## config.mk

```make
export PLATFORM = sky130hd
export DESIGN_NAME = miller_rabin_prime_test_unit_flat
export DESIGN_NICKNAME = d
export VERILOG_FILES = /design/src/hw/rtl/mrpt_pkg.sv /design/src/hw/rtl/mrpt_if.sv /design/src/hw/rtl/mrpt_mulmod.sv /design/src/hw/rtl/mrpt_front.sv /design/src/hw/rtl/mrpt_queue.sv /design/src/hw/rtl/mrpt_back.sv /design/src/hw/rtl/miller_rabin_prime_test_unit.sv /design/src/flat_wrapper.sv
export SDC_FILE = /design/constraint.sdc
export NUM_CORES = 1
export LEC_CHECK = 0
export BUFFER_PORTS_ARGS = -buffer_cell sky130_fd_sc_hd__buf_4
export CORE_MARGIN = 4
export CORE_UTILIZATION = 65
export CTS_CLUSTER_DIAMETER = 200
export DETAILED_ROUTE_END_ITERATION = 16
export HOLD_SLACK_MARGIN = 0.05
export PLACE_DENSITY_LB_ADDON = 0.25
export SYNTH_ARGS = -nofsm -noshare
export SYNTH_HDL_FRONTEND = slang
export SYNTH_HIERARCHICAL = 1
export SYNTH_SLANG_ARGS = --single-unit
```

## constraint.sdc

```tcl
create_clock -name clk -period 12.1 [get_ports clk]
set_clock_uncertainty 0.2 [all_clocks]
set_input_delay 1.815 -clock clk [delete_from_list [all_inputs] [get_ports clk]]
set_output_delay 1.815 -clock clk [all_outputs]
set_load 0.05 [all_outputs]
```

## src/hw/rtl/mrpt_pkg.sv

```systemverilog
// ----------------------------------------------------------------------------
// Miller-Rabin prime test package
// Shared widths, job and multiplier request and response types, and state encodings.
// ----------------------------------------------------------------------------
package mrpt_pkg;

    localparam int WIDTH       = 32;
    localparam int CAND_W      = 32;
    localparam int SHIFT_W     = $clog2(WIDTH);
    localparam int NUM_BASES   = 3;
    localparam int BASE_IDX_W  = 2;
    localparam int QUEUE_DEPTH = 2;
    localparam int QPTR_W      = $clog2(QUEUE_DEPTH);
    localparam int QLEVEL_W    = $clog2(QUEUE_DEPTH + 1);

    typedef logic [WIDTH-1:0]      word_t;
    typedef logic [SHIFT_W-1:0]    shift_t;
    typedef logic [BASE_IDX_W-1:0] base_idx_t;
    typedef logic [QPTR_W-1:0]     qptr_t;
    typedef logic [QLEVEL_W-1:0]   qlevel_t;

    localparam word_t     BASE_FIRST  = word_t'(2);
    localparam word_t     BASE_SECOND = word_t'(7);
    localparam word_t     BASE_THIRD  = word_t'(61);
    localparam base_idx_t LAST_BASE   = base_idx_t'(NUM_BASES - 1);

    // A job either carries a verdict already known or an odd n with n - 1 = d * 2^s.
    typedef struct packed {
        logic   trivial;
        logic   verdict;
        word_t  n;
        word_t  d;
        shift_t s;
    } job_t;

    typedef struct packed {
        logic  start;
        word_t a;
        word_t b;
        word_t m;
    } mm_req_t;

    typedef struct packed {
        logic  busy;
        logic  done;
        word_t p;
    } mm_rsp_t;

    typedef enum logic [1:0] {
        F_IDLE,
        F_SCAN,
        F_PUSH
    } front_state_t;

    typedef enum logic [3:0] {
        B_IDLE,
        B_BASE,
        B_WAIT,
        B_EXP,
        B_EXPMUL,
        B_EXPSTEP,
        B_CHECK,
        B_SQR_LOOP,
        B_NEXT,
        B_OUT
    } back_state_t;

    typedef enum logic [1:0] {
        OP_REDUCE,
        OP_SQR,
        OP_MUL,
        OP_LOOP
    } mm_op_t;

    function automatic word_t base_value(base_idx_t idx);
        word_t v;
        case (idx)
            base_idx_t'(0): v = BASE_FIRST;
            base_idx_t'(1): v = BASE_SECOND;
            default:        v = BASE_THIRD;
        endcase
        return v;
    endfunction

endpackage

```

## src/hw/rtl/mrpt_if.sv

```systemverilog
// ----------------------------------------------------------------------------
// Miller-Rabin prime test channels
// Valid/ready channels for candidates and for verdicts.
// ----------------------------------------------------------------------------
interface mrpt_cand_if;

    logic                        valid;
    logic                        ready;
    logic [mrpt_pkg::CAND_W-1:0] candidate;

    modport source (output valid, output candidate, input ready);
    modport sink (input valid, input candidate, output ready);

endinterface

interface mrpt_res_if;

    logic valid;
    logic ready;
    logic is_prime;

    modport source (output valid, output is_prime, input ready);
    modport sink (input valid, input is_prime, output ready);

endinterface

```

## src/hw/rtl/mrpt_mulmod.sv

```systemverilog
// ----------------------------------------------------------------------------
// Modular multiplier
// Computes a * b mod m one bit of a per cycle by shift, add and reduce.
// ----------------------------------------------------------------------------
module mrpt_mulmod
(
    input  logic              clk,
    input  logic              rst_n,
    input  mrpt_pkg::mm_req_t req,
    output mrpt_pkg::mm_rsp_t rsp
);
    import mrpt_pkg::*;

    word_t  a_reg, a_next;
    word_t  b_reg, b_next;
    word_t  m_reg, m_next;
    word_t  r_reg, r_next;
    shift_t cnt_reg, cnt_next;
    logic   busy_reg, busy_next;
    logic   done_reg, done_next;

    logic [WIDTH:0] dbl;
    logic [WIDTH:0] dbl_red;
    logic [WIDTH:0] sum;
    logic [WIDTH:0] sum_red;
    logic [WIDTH:0] m_ext;

    always_comb
    begin
        m_ext   = {1'b0, m_reg};
        dbl     = {r_reg, 1'b0};
        dbl_red = (dbl >= m_ext) ? dbl - m_ext : dbl;
        sum     = dbl_red + (a_reg[WIDTH-1] ? {1'b0, b_reg} : '0);
        sum_red = (sum >= m_ext) ? sum - m_ext : sum;
    end

    always_comb
    begin
        a_next    = a_reg;
        b_next    = b_reg;
        m_next    = m_reg;
        r_next    = r_reg;
        cnt_next  = cnt_reg;
        busy_next = busy_reg;
        done_next = 1'b0;
        if (busy_reg)
        begin
            r_next   = sum_red[WIDTH-1:0];
            a_next   = {a_reg[WIDTH-2:0], 1'b0};
            cnt_next = cnt_reg - shift_t'(1);
            if (cnt_reg == '0)
            begin
                busy_next = 1'b0;
                done_next = 1'b1;
            end
        end
        else if (req.start)
        begin
            a_next    = req.a;
            b_next    = req.b;
            m_next    = req.m;
            r_next    = '0;
            cnt_next  = shift_t'(WIDTH - 1);
            busy_next = 1'b1;
        end
    end

    always_ff @(posedge clk or negedge rst_n)
    begin
        if (!rst_n)
        begin
            busy_reg <= 1'b0;
            done_reg <= 1'b0;
            cnt_reg  <= '0;
        end
        else
        begin
            busy_reg <= busy_next;
            done_reg <= done_next;
            cnt_reg  <= cnt_next;
        end
    end

    always_ff @(posedge clk)
    begin
        a_reg <= a_next;
        b_reg <= b_next;
        m_reg <= m_next;
        r_reg <= r_next;
    end

    assign rsp.busy = busy_reg;
    assign rsp.done = done_reg;
    assign rsp.p    = r_reg;

endmodule

```

## src/hw/rtl/mrpt_front.sv

```systemverilog
// ----------------------------------------------------------------------------
// Miller-Rabin front end
// Takes candidates, settles trivial cases and splits n - 1 into d * 2^s.
// ----------------------------------------------------------------------------
module mrpt_front
(
    input  logic           clk,
    input  logic           rst_n,
    mrpt_cand_if.sink      cand,
    output mrpt_pkg::job_t job,
    output logic           job_valid,
    input  logic           job_ready
);
    import mrpt_pkg::*;

    front_state_t state_reg, state_next;
    word_t        n_reg, n_next;
    word_t        d_reg, d_next;
    shift_t       s_reg, s_next;
    logic         triv_reg, triv_next;
    logic         verdict_reg, verdict_next;
    word_t        n_in;

    assign n_in       = cand.candidate[WIDTH-1:0];
    assign cand.ready = (state_reg == F_IDLE);

    always_comb
    begin
        state_next   = state_reg;
        n_next       = n_reg;
        d_next       = d_reg;
        s_next       = s_reg;
        triv_next    = triv_reg;
        verdict_next = verdict_reg;
        job_valid    = 1'b0;
        unique case (state_reg)
            F_IDLE:
            begin
                if (cand.valid)
                begin
                    n_next       = n_in;
                    d_next       = n_in - word_t'(1);
                    s_next       = '0;
                    triv_next    = 1'b1;
                    verdict_next = 1'b0;
                    state_next   = F_PUSH;
                    if (n_in == word_t'(2))
                    begin
                        verdict_next = 1'b1;
                    end
                    else if (n_in > word_t'(2) && n_in[0])
                    begin
                        triv_next  = 1'b0;
                        state_next = F_SCAN;
                    end
                end
            end
            F_SCAN:
            begin
                if (d_reg[0])
                begin
                    state_next = F_PUSH;
                end
                else
                begin
                    d_next = {1'b0, d_reg[WIDTH-1:1]};
                    s_next = s_reg + shift_t'(1);
                end
            end
            F_PUSH:
            begin
                job_valid = 1'b1;
                if (job_ready)
                begin
                    state_next = F_IDLE;
                end
            end
            default:
            begin
                state_next = F_IDLE;
            end
        endcase
    end

    always_ff @(posedge clk or negedge rst_n)
    begin
        if (!rst_n)
        begin
            state_reg <= F_IDLE;
        end
        else
        begin
            state_reg <= state_next;
        end
    end

    always_ff @(posedge clk)
    begin
        n_reg       <= n_next;
        d_reg       <= d_next;
        s_reg       <= s_next;
        triv_reg    <= triv_next;
        verdict_reg <= verdict_next;
    end

    assign job.trivial = triv_reg;
    assign job.verdict = verdict_reg;
    assign job.n       = n_reg;
    assign job.d       = d_reg;
    assign job.s       = s_reg;

endmodule

```

## src/hw/rtl/mrpt_queue.sv

```systemverilog
// ----------------------------------------------------------------------------
// Miller-Rabin job queue
// Small register queue between the front end and the test engine.
// ----------------------------------------------------------------------------
module mrpt_queue
(
    input  logic              clk,
    input  logic              rst_n,
    input  mrpt_pkg::job_t    in_job,
    input  logic              in_valid,
    output logic              in_ready,
    output mrpt_pkg::job_t    out_job,
    output logic              out_valid,
    input  logic              out_ready,
    output mrpt_pkg::qlevel_t level
);
    import mrpt_pkg::*;

    job_t    entries_reg [QUEUE_DEPTH];
    qptr_t   wr_ptr_reg, wr_ptr_next;
    qptr_t   rd_ptr_reg, rd_ptr_next;
    qlevel_t level_reg, level_next;
    logic    push;
    logic    pop;

    assign in_ready  = (level_reg != qlevel_t'(QUEUE_DEPTH));
    assign out_valid = (level_reg != '0);
    assign push      = in_valid && in_ready;
    assign pop       = out_valid && out_ready;
    assign out_job   = entries_reg[rd_ptr_reg];
    assign level     = level_reg;

    always_comb
    begin
        wr_ptr_next = push ? wr_ptr_reg + qptr_t'(1) : wr_ptr_reg;
        rd_ptr_next = pop ? rd_ptr_reg + qptr_t'(1) : rd_ptr_reg;
        level_next  = level_reg;
        if (push && !pop)
        begin
            level_next = level_reg + qlevel_t'(1);
        end
        else if (pop && !push)
        begin
            level_next = level_reg - qlevel_t'(1);
        end
    end

    always_ff @(posedge clk or negedge rst_n)
    begin
        if (!rst_n)
        begin
            wr_ptr_reg <= '0;
            rd_ptr_reg <= '0;
            level_reg  <= '0;
        end
        else
        begin
            wr_ptr_reg <= wr_ptr_next;
            rd_ptr_reg <= rd_ptr_next;
            level_reg  <= level_next;
        end
    end

    always_ff @(posedge clk)
    begin
        if (push)
        begin
            entries_reg[wr_ptr_reg] <= in_job;
        end
    end

endmodule

```

## src/hw/rtl/mrpt_back.sv

```systemverilog
// ----------------------------------------------------------------------------
// Miller-Rabin test engine
// Runs the rounds for bases 2, 7 and 61 on a shared modular multiplier.
// ----------------------------------------------------------------------------
module mrpt_back
(
    input  logic           clk,
    input  logic           rst_n,
    input  mrpt_pkg::job_t job,
    input  logic           job_valid,
    output logic           job_ready,
    mrpt_res_if.source     res
);
    import mrpt_pkg::*;

    back_state_t state_reg, state_next;
    mm_op_t      op_reg, op_next;
    word_t       n_reg, n_next;
    word_t       d_reg, d_next;
    shift_t      s_reg, s_next;
    base_idx_t   base_reg, base_next;
    word_t       b_reg, b_next;
    word_t       acc_reg, acc_next;
    shift_t      bit_reg, bit_next;
    shift_t      cnt_reg, cnt_next;
    logic        verdict_reg, verdict_next;
    logic        res_valid_reg, res_valid_next;
    logic        res_bit_reg, res_bit_next;
    word_t       n_minus_1;
    mm_req_t     mm_req;
    mm_rsp_t     mm_rsp;

    mrpt_mulmod u_mulmod
    (
        .clk   (clk),
        .rst_n (rst_n),
        .req   (mm_req),
        .rsp   (mm_rsp)
    );

    assign n_minus_1 = n_reg - word_t'(1);

    always_comb
    begin
        state_next     = state_reg;
        op_next        = op_reg;
        n_next         = n_reg;
        d_next         = d_reg;
        s_next         = s_reg;
        base_next      = base_reg;
        b_next         = b_reg;
        acc_next       = acc_reg;
        bit_next       = bit_reg;
        cnt_next       = cnt_reg;
        verdict_next   = verdict_reg;
        res_valid_next = res_valid_reg;
        res_bit_next   = res_bit_reg;
        job_ready      = 1'b0;
        mm_req.start   = 1'b0;
        mm_req.a       = acc_reg;
        mm_req.b       = acc_reg;
        mm_req.m       = n_reg;

        if (res_valid_reg && res.ready)
        begin
            res_valid_next = 1'b0;
        end

        unique case (state_reg)
            B_IDLE:
            begin
                job_ready = 1'b1;
                if (job_valid)
                begin
                    if (job.trivial)
                    begin
                        verdict_next = job.verdict;
                        state_next   = B_OUT;
                    end
                    else
                    begin
                        n_next     = job.n;
                        d_next     = job.d;
                        s_next     = job.s;
                        base_next  = '0;
                        state_next = B_BASE;
                    end
                end
            end
            B_BASE:
            begin
                mm_req.start = 1'b1;
                mm_req.a     = base_value(base_reg);
                mm_req.b     = word_t'(1);
                op_next      = OP_REDUCE;
                state_next   = B_WAIT;
            end
            B_WAIT:
            begin
                if (mm_rsp.done)
                begin
                    unique case (op_reg)
                        OP_REDUCE:
                        begin
                            if (mm_rsp.p == '0)
                            begin
                                state_next = B_NEXT;
                            end
                            else
                            begin
                                b_next     = mm_rsp.p;
                                acc_next   = word_t'(1);
                                bit_next   = shift_t'(WIDTH - 1);
                                state_next = B_EXP;
                            end
                        end
                        OP_SQR:
                        begin
                            acc_next   = mm_rsp.p;
                            state_next = B_EXPMUL;
                        end
                        OP_MUL:
                        begin
                            acc_next   = mm_rsp.p;
                            state_next = B_EXPSTEP;
                        end
                        OP_LOOP:
                        begin
                            acc_next = mm_rsp.p;
                            if (mm_rsp.p == n_minus_1)
                            begin
                                state_next = B_NEXT;
                            end
                            else if (cnt_reg == shift_t'(1))
                            begin
                                verdict_next = 1'b0;
                                state_next   = B_OUT;
                            end
                            else
                            begin
                                cnt_next   = cnt_reg - shift_t'(1);
                                state_next = B_SQR_LOOP;
                            end
                        end
                        default:
                        begin
                            state_next = B_IDLE;
                        end
                    endcase
                end
            end
            B_EXP:
            begin
                if (acc_reg == word_t'(1))
                begin
                    state_next = B_EXPMUL;
                end
                else
                begin
                    mm_req.start = 1'b1;
                    op_next      = OP_SQR;
                    state_next   = B_WAIT;
                end
            end
            B_EXPMUL:
            begin
                state_next = B_EXPSTEP;
                if (d_reg[bit_reg])
                begin
                    if (acc_reg == word_t'(1))
                    begin
                        acc_next = b_reg;
                    end
                    else
                    begin
                        mm_req.start = 1'b1;
                        mm_req.b     = b_reg;
                        op_next      = OP_MUL;
                        state_next   = B_WAIT;
                    end
                end
            end
            B_EXPSTEP:
            begin
                if (bit_reg == '0)
                begin
                    state_next = B_CHECK;
                end
                else
                begin
                    bit_next   = bit_reg - shift_t'(1);
                    state_next = B_EXP;
                end
            end
            B_CHECK:
            begin
                if (acc_reg == word_t'(1) || acc_reg == n_minus_1)
                begin
                    state_next = B_NEXT;
                end
                else if (s_reg <= shift_t'(1))
                begin
                    verdict_next = 1'b0;
                    state_next   = B_OUT;
                end
                else
                begin
                    cnt_next   = s_reg - shift_t'(1);
                    state_next = B_SQR_LOOP;
                end
            end
            B_SQR_LOOP:
            begin
                mm_req.start = 1'b1;
                op_next      = OP_LOOP;
                state_next   = B_WAIT;
            end
            B_NEXT:
            begin
                if (base_reg == LAST_BASE)
                begin
                    verdict_next = 1'b1;
                    state_next   = B_OUT;
                end
                else
                begin
                    base_next  = base_reg + base_idx_t'(1);
                    state_next = B_BASE;
                end
            end
            B_OUT:
            begin
                if (!res_valid_reg || res.ready)
                begin
                    res_valid_next = 1'b1;
                    res_bit_next   = verdict_reg;
                    state_next     = B_IDLE;
                end
            end
            default:
            begin
                state_next = B_IDLE;
            end
        endcase
    end

    always_ff @(posedge clk or negedge rst_n)
    begin
        if (!rst_n)
        begin
            state_reg     <= B_IDLE;
            op_reg        <= OP_REDUCE;
            res_valid_reg <= 1'b0;
        end
        else
        begin
            state_reg     <= state_next;
            op_reg        <= op_next;
            res_valid_reg <= res_valid_next;
        end
    end

    always_ff @(posedge clk)
    begin
        n_reg       <= n_next;
        d_reg       <= d_next;
        s_reg       <= s_next;
        base_reg    <= base_next;
        b_reg       <= b_next;
        acc_reg     <= acc_next;
        bit_reg     <= bit_next;
        cnt_reg     <= cnt_next;
        verdict_reg <= verdict_next;
        res_bit_reg <= res_bit_next;
    end

    assign res.valid    = res_valid_reg;
    assign res.is_prime = res_bit_reg;

endmodule

```

## src/hw/rtl/miller_rabin_prime_test_unit.sv

```systemverilog
// Zero, one, two and even candidates are settled in the front end without any modular multiply.
// Odd candidates run a round for each base on the bit-serial multiplier.
// Throughput: one candidate in the engine at a time; the front end and a two-entry
// queue take further candidates while it works. A verdict waits in an output register.
// Reset clears all control state at once; no clearing pass is needed.
// ----------------------------------------------------------------------------
// Miller-Rabin prime test unit
// Deterministic 32-bit primality test with bases 2, 7 and 61.
// ----------------------------------------------------------------------------
module miller_rabin_prime_test_unit
(
    input  logic       clk,
    input  logic       rst_n,
    mrpt_cand_if.sink  cand,
    mrpt_res_if.source res
);
    import mrpt_pkg::*;

    job_t    push_job;
    logic    push_valid;
    logic    push_ready;
    job_t    pop_job;
    logic    pop_valid;
    logic    pop_ready;
    qlevel_t q_level;

    mrpt_front u_front
    (
        .clk       (clk),
        .rst_n     (rst_n),
        .cand      (cand),
        .job       (push_job),
        .job_valid (push_valid),
        .job_ready (push_ready)
    );

    mrpt_queue u_queue
    (
        .clk       (clk),
        .rst_n     (rst_n),
        .in_job    (push_job),
        .in_valid  (push_valid),
        .in_ready  (push_ready),
        .out_job   (pop_job),
        .out_valid (pop_valid),
        .out_ready (pop_ready),
        .level     (q_level)
    );

    mrpt_back u_back
    (
        .clk       (clk),
        .rst_n     (rst_n),
        .job       (pop_job),
        .job_valid (pop_valid),
        .job_ready (pop_ready),
        .res       (res)
    );

    // A job sent to the engine must satisfy n - 1 = d * 2^s with d odd.
    a_split_ok : assert property (@(posedge clk) disable iff (!rst_n)
        (push_valid && !push_job.trivial) |->
            (push_job.d[0] && ((push_job.d << push_job.s) == push_job.n - word_t'(1))))
        else $error("front end split of n - 1 is wrong");

    // The only candidate settled as prime without testing is two.
    a_trivial_prime : assert property (@(posedge clk) disable iff (!rst_n)
        (push_valid && push_job.trivial && push_job.verdict) |-> (push_job.n == word_t'(2)))
        else $error("trivial prime verdict for a value other than two");

    // Candidates needing a full test are odd and at least three.
    a_odd_job : assert property (@(posedge clk) disable iff (!rst_n)
        (pop_valid && !pop_job.trivial) |-> (pop_job.n[0] && pop_job.n > word_t'(2)))
        else $error("engine handed an even or too small candidate");

    // A full queue only stays full or drops by one entry.
    a_level : assert property (@(posedge clk) disable iff (!rst_n)
        (q_level == qlevel_t'(QUEUE_DEPTH)) |=> (q_level == qlevel_t'(QUEUE_DEPTH)
            || q_level == qlevel_t'(QUEUE_DEPTH - 1)))
        else $error("queue level jumped while full");

endmodule
```

## src/flat_wrapper.sv

```systemverilog
// flat-port wrapper written by rule: the top's interface ports become plain ports
module miller_rabin_prime_test_unit_flat import mrpt_pkg::*;
  (clk, rst_n, cand_valid, cand_candidate, cand_ready, res_valid, res_is_prime, res_ready);
  mrpt_cand_if cand_i ();
  mrpt_res_if res_i ();
  input  logic clk;
  input  logic rst_n;
  input wire logic [$bits(cand_i.valid)-1:0] cand_valid;
  input wire logic [$bits(cand_i.candidate)-1:0] cand_candidate;
  output wire logic [$bits(cand_i.ready)-1:0] cand_ready;
  output wire logic [$bits(res_i.valid)-1:0] res_valid;
  output wire logic [$bits(res_i.is_prime)-1:0] res_is_prime;
  input wire logic [$bits(res_i.ready)-1:0] res_ready;
  assign cand_i.valid = cand_valid;
  assign cand_i.candidate = cand_candidate;
  assign cand_ready = cand_i.ready;
  assign res_valid = res_i.valid;
  assign res_is_prime = res_i.is_prime;
  assign res_i.ready = res_ready;
  miller_rabin_prime_test_unit u_core (.clk(clk), .rst_n(rst_n), .cand(cand_i), .res(res_i));
endmodule
```

* After elaboration in Yosys (flattened, before gate mapping) *
Memories as Yosys holds them, arrays and structs flattened.
Cells that the tools add are included.
Widths: inputs -> output; s select.

storage, ports and cells
  memories = 1
  bits in writable memories = 142
  output and inout bits = 3
  register bits after elaboration = 366
  input port bits = 36
  logic and storage cells = 247

memory list
  memory                      words  bits a word  read ports  clocked after Yosys merged registers in  write ports  line              text
  u_core.u_queue.entries_reg  2      71           1           0                                        1            mrpt_queue.sv:19  job_t entries_reg [QUEUE_DEPTH];

cells by class
  reductions and logical operators = 45
  magnitude comparators = 5
  equal/unequal tests = 48
  muxes and demuxes = 99
  add/subtract/negate cells = 15
  bitwise logic cells = 3

operators with widths
  operator               number
  $mux 32                15
  $pmux 32 s2            4
  $mux 5                 14
  $ge 33x32->1           2
  $eq 32x32->1           2
  $sub 32x1->32 const B  2
  $ne 2x2->1 const B     22
  $mux 4                 10
  $pmux 4 s9             1
  $add 33x32->33         1
  $mux 33                1
  $sub 33x32->33         1
  $eq 32x1->1 const B    1
  $eq 32x2->1 const B    1
  $gt 32x2->1 const B    1
  $logic_not 32->1       1
  $sub 32x32->32         1
  $pmux 5 s2             3
  $mux 1                 26
  $mux 2                 13
  $sub 5x1->5 const B    4
  $eq 4x3->1 const B     4
  $pmux 4 s4             1
  $reduce_bool 2->1      8
  38 further kinds       76

* Longest topological paths before layout *
  word-level depth = 7
  gate-level depth with buffers = 35
  depth with buffers taken out = 31

* Cells and area by module *
The synthesis kept the hierarchy.

modules (own cells, without submodules)
  module       cells each  sequential area each (sq um)  area an instance (sq um)  times used
  mrpt_mulmod  1,159       4,008.8                       10,797.9                  1
  mrpt_back    909         4,589.4                       9,492.9                   1
  mrpt_queue   239         4,364.2                       5,667.9                   1
  mrpt_front   276         2,182.1                       3,395.8                   1

* Least setup slack after synthesis *
OpenSTA, ideal clock, no wires.

  path kind = register to register
  from = reg u_core.u_back.u_mulmod.r_reg[21]
  to = reg u_core.u_back.u_mulmod.r_reg[9] (data pin)
  period minus slack after synthesis = 7.338 ns
  slack = 4.762 ns
  arrival time = 6.878 ns
  cell stages (with the launch flop) = 32
  data required time = 11.640 ns
  buffers on the path = 4
  path through = edfxtp_1 ha_1 and3_1 clkbuf_1 a221oi_1 o21ai_1 a221oi_1 o21ai_1 a21oi_4 clkbuf_1 mux2_2 ha_1 o21ai_0 o21bai_1 a2111oi_2 o21ai_1 a31oi_2 o311ai_1 a21oi_2 mux2i_1 a2111oi_2 inv_1 ha_1 inv_1 nor3_1 a21oi_1 and3_1 or2_2 clkbuf_1 clkbuf_1 a21oi_1 nor3_2

between the ends
  longest elaborated chain between the ends = 6
  elaborated cells on any way between the ends = 8
  classes of those cells = add/sub: 3; order compare: 2; mux: 3

RTL lines
  element                                                line               text
  start, declared                                        mrpt_mulmod.sv:17  word_t r_reg, r_next;
  start signal, assigned                                 mrpt_mulmod.sv:89  r_reg <= r_next;
  $sub 33x32->33 / $ge 33x32->1 (equally long branches)  mrpt_mulmod.sv:32  dbl_red = (dbl >= m_ext) ? dbl - m_ext : dbl;
  $mux 33 *                                              mrpt_mulmod.sv:32
  $add 33x32->33 *                                       mrpt_mulmod.sv:33  sum = dbl_red + (a_reg[WIDTH-1] ? {1'b0, b_reg} : '0);
  $ge 33x32->1 / $sub 32x32->32 (equally long branches)  mrpt_mulmod.sv:34  sum_red = (sum >= m_ext) ? sum - m_ext : sum;
  $mux 32 *                                              mrpt_mulmod.sv:34
  $mux 32 *                                              mrpt_mulmod.sv:46  if (busy_reg)

Every way passes the cells marked *; elsewhere a longest branch is shown, timed or not.
A chain may end at the register's enable or synchronous reset.

* Worst setup path after layout *
  from = reg u_core.u_back.u_mulmod.r_reg[12]
  to = reg u_core.u_back.u_mulmod.r_reg[4] (data pin)

The elaborated chain is that of the path after synthesis.

==> out/summary.md <==
The layout cell share with drive strength beyond 1 is 12.6%, and the number of buffers inserted to repair setup after CTS is 0. Routability-driven placement finished with a final weighted congestion of 0.972. At the pin with the least slew margin, the transition time is 1.25 ns.

For the number of failing hold endpoints at the final stage, the log shows 0. The buffer cell driving the clock tree root was clkbuf_16. In the final timing run, aggregate negative setup slack is 0 ns. For the initial antenna violation count, the log shows 0. Input and output buffers added on the ports amount to 38. In the layout the commonest cells are edfxtp_1 (487), nand2_1 (213), o21ai_0 (153).

For the HPWL after detailed placement, the log shows 54.5 mm. The final critical path takes up 76.4% of the cycle. The die covers 48600 sq um. For this run, the detailed router's first-pass iteration total came to 6. The run gives 0 as the number of max-cap violations.

Global routing consumed, over all layers together, 31.1% of the routing resources. Entering global routing, the biggest net connects 77 pins. The run gives 3 as the clock tree buffer depth. The post-synthesis to final-layout area growth was 7.71%. The latest clock arrival within the worst-skew pair is 0.60 ns.

The worst pin sits at a relative slew slack of 16.9%. The residual antenna-violating net count after detailed routing was 0. At the worst endpoint, the arrival time is 9.39 ns.

Setup violations remaining at the end of the flow were counted as 0. The setup path with the least slack is of type reg2reg. The run gives 44400 sq um as the area of the core region.

The min-delay analysis places its worst path in the category reg2reg. For this run, the post-layout net count is 2728. The worst setup path is launched from a flip-flop. The flow ran to the end, and the final reports show no timing, DRC or antenna violations. STA puts the critical path data required time at 12.25 ns. Cell class contributing the biggest share of worst-path delay: simple AND/OR/NAND/NOR gates. The area of the multi-input gates was 13200 sq um; the worst-path maximum fanout was 36. The number of nets in the synthesized netlist is 2733. The hold buffer count at CTS is 0, and the routed wire length per instance is 23.6 microns. The first global-routing pass estimated 117 mm of wire. The post-route DRC violation count was 0.

The worst path in the final design needs a cycle of 9.24 ns, including I/O delays and setup. Synthesized area divided by synthesized cell count: 11.4 sq um. The buffering stage count on the worst path with inverters included is 1. The logs give 0 for the antenna cell count and 20800 for the via count of the first global-routing pass.

After filler insertion, the fill cell instance count of the layout stands at 3115. The floorplan has 77 rows. Summed over all layers, the routed wires come to 75.8 mm. Timing would allow up to 108 MHz.

Summing every instance area after synthesis gives 29300 sq um. The tools report the number of clock sinks as 508. Setup repair after global routing left no endpoint under its margin. In the routed layout, each cell is associated on average with a via count of 6.54. For this configuration, the core starts out at a cell density of 66.1%. The register area is 15100 sq um. For this run the aggregate overflow at the end of global routing stands at 0. The die is 220 microns wide.

After clock tree synthesis, the clock-pin slew on the worst setup and hold paths is 0.06 ns. Synthesis produced 2582 cells. During I/O placement, the number of pins put on the boundary was 39. For this block, the initial DRC count from the detailed router was 2212.

The worst reg-to-reg setup slack was 2.86 ns; the height of the die was 220 microns. On the critical path, the stage with the largest delay is an instance of nor4_1. STA classifies the critical path endpoint as a flip-flop. The synthesis warning total came out at 6. The number of flip-flops in the largest register is 142, and the final max-slew violation count is 0. CTS built an H-tree with a depth of 2. TritonCTS built the clock tree.

Most common library cell in the layout ignoring fill and taps: edfxtp_1. The detailed router placed 21000 vias in this run. The count of instances resized after the clock tree is built is 0. The largest single stage delay on the critical path is 0.87 ns. The run gives 51 as the clock buffer count from CTS.
[layout make-up]
class | instances | share of cell area (%)
flip-flops and latches | 508 | 47.9
multi-input cells | 1855 | 41.9
clock inverters | 36 | 1.10
repair buffers | 58 | 1.38
well taps | 592 | 2.34
clock buffers | 58 | 4.12
inverters | 103 | 1.22
[worst reg2reg max path, stage by stage, from the launching register on]
cell and delay (ns):
edfxtp_1 0.56, ha_1 0.44, and3_1 0.20, a211oi_1 0.28
o21ai_0 0.21, a221oi_1 0.33, o21ai_1 0.26, a21oi_4 0.52
mux2i_1 0.34, inv_1 0.09, fa_1 0.42, nand2b_1 0.18
a21oi_1 0.23, o41ai_2 0.17, o21ai_1 0.33, a21oi_1 0.25
nor4b_1 0.58, nor4_1 0.11, nand3b_1 0.23, ha_1 0.53
nand4_1 0.17, nor4_1 0.87, a21oi_1 0.21, and3_1 0.21
or2_2 0.58, and3_1 0.31, o21a_1 0.18
[per-stage QoR]
stage / cell area (sq um) / setup WS [ns] / hold slack (ns) / instances / util (%)
detailed placement: 30000 / 3.00 / 0.218 / 3116 / 67.5
global route: 31600 / 2.49 / 0.261 / 3210 / 71.2
CTS: 31600 / 2.96 / 0.244 / 3210 / 71.2
floorplan: 29300 / 4.76 / 0.200 / 2582 / -
global placement: 30000 / 3.18 / 0.222 / 3116 / 67.5
finish: 31600 / 2.86 / 0.244 / 3210 / 71.2
[routing by layer]
layer  global-route usage, %  share of wire, %  vias to the layer above
li1                        -                 -                     9690
met1                    41.5                40                    10100
met2                    51.6                48                      976
met3                    3.74               6.7                      202
met4                    14.2               5.1                        0
met5                       0                 0                        -
[worst paths after layout]
kind,startpoint,to,cells after the start
max,u_core/u_back/u_mulmod/r_reg[12],u_core/u_back/u_mulmod/r_reg[4],26
min,u_core/u_front/n_reg[13],u_core/u_queue/entries_reg[0][50],0
max reg2reg,u_core/u_back/u_mulmod/r_reg[12],u_core/u_back/u_mulmod/r_reg[4],26
min reg2reg,u_core/u_front/n_reg[13],u_core/u_queue/entries_reg[0][50],0
max in group asynchronous,rst_n,u_core/u_queue/rd_ptr_reg,1
min in group asynchronous,rst_n,u_core/u_back/u_mulmod/cnt_reg[3],1
Power is not shown: default switching activity piles up to over one toggle a cycle in this logic, so the estimate is an artifact.
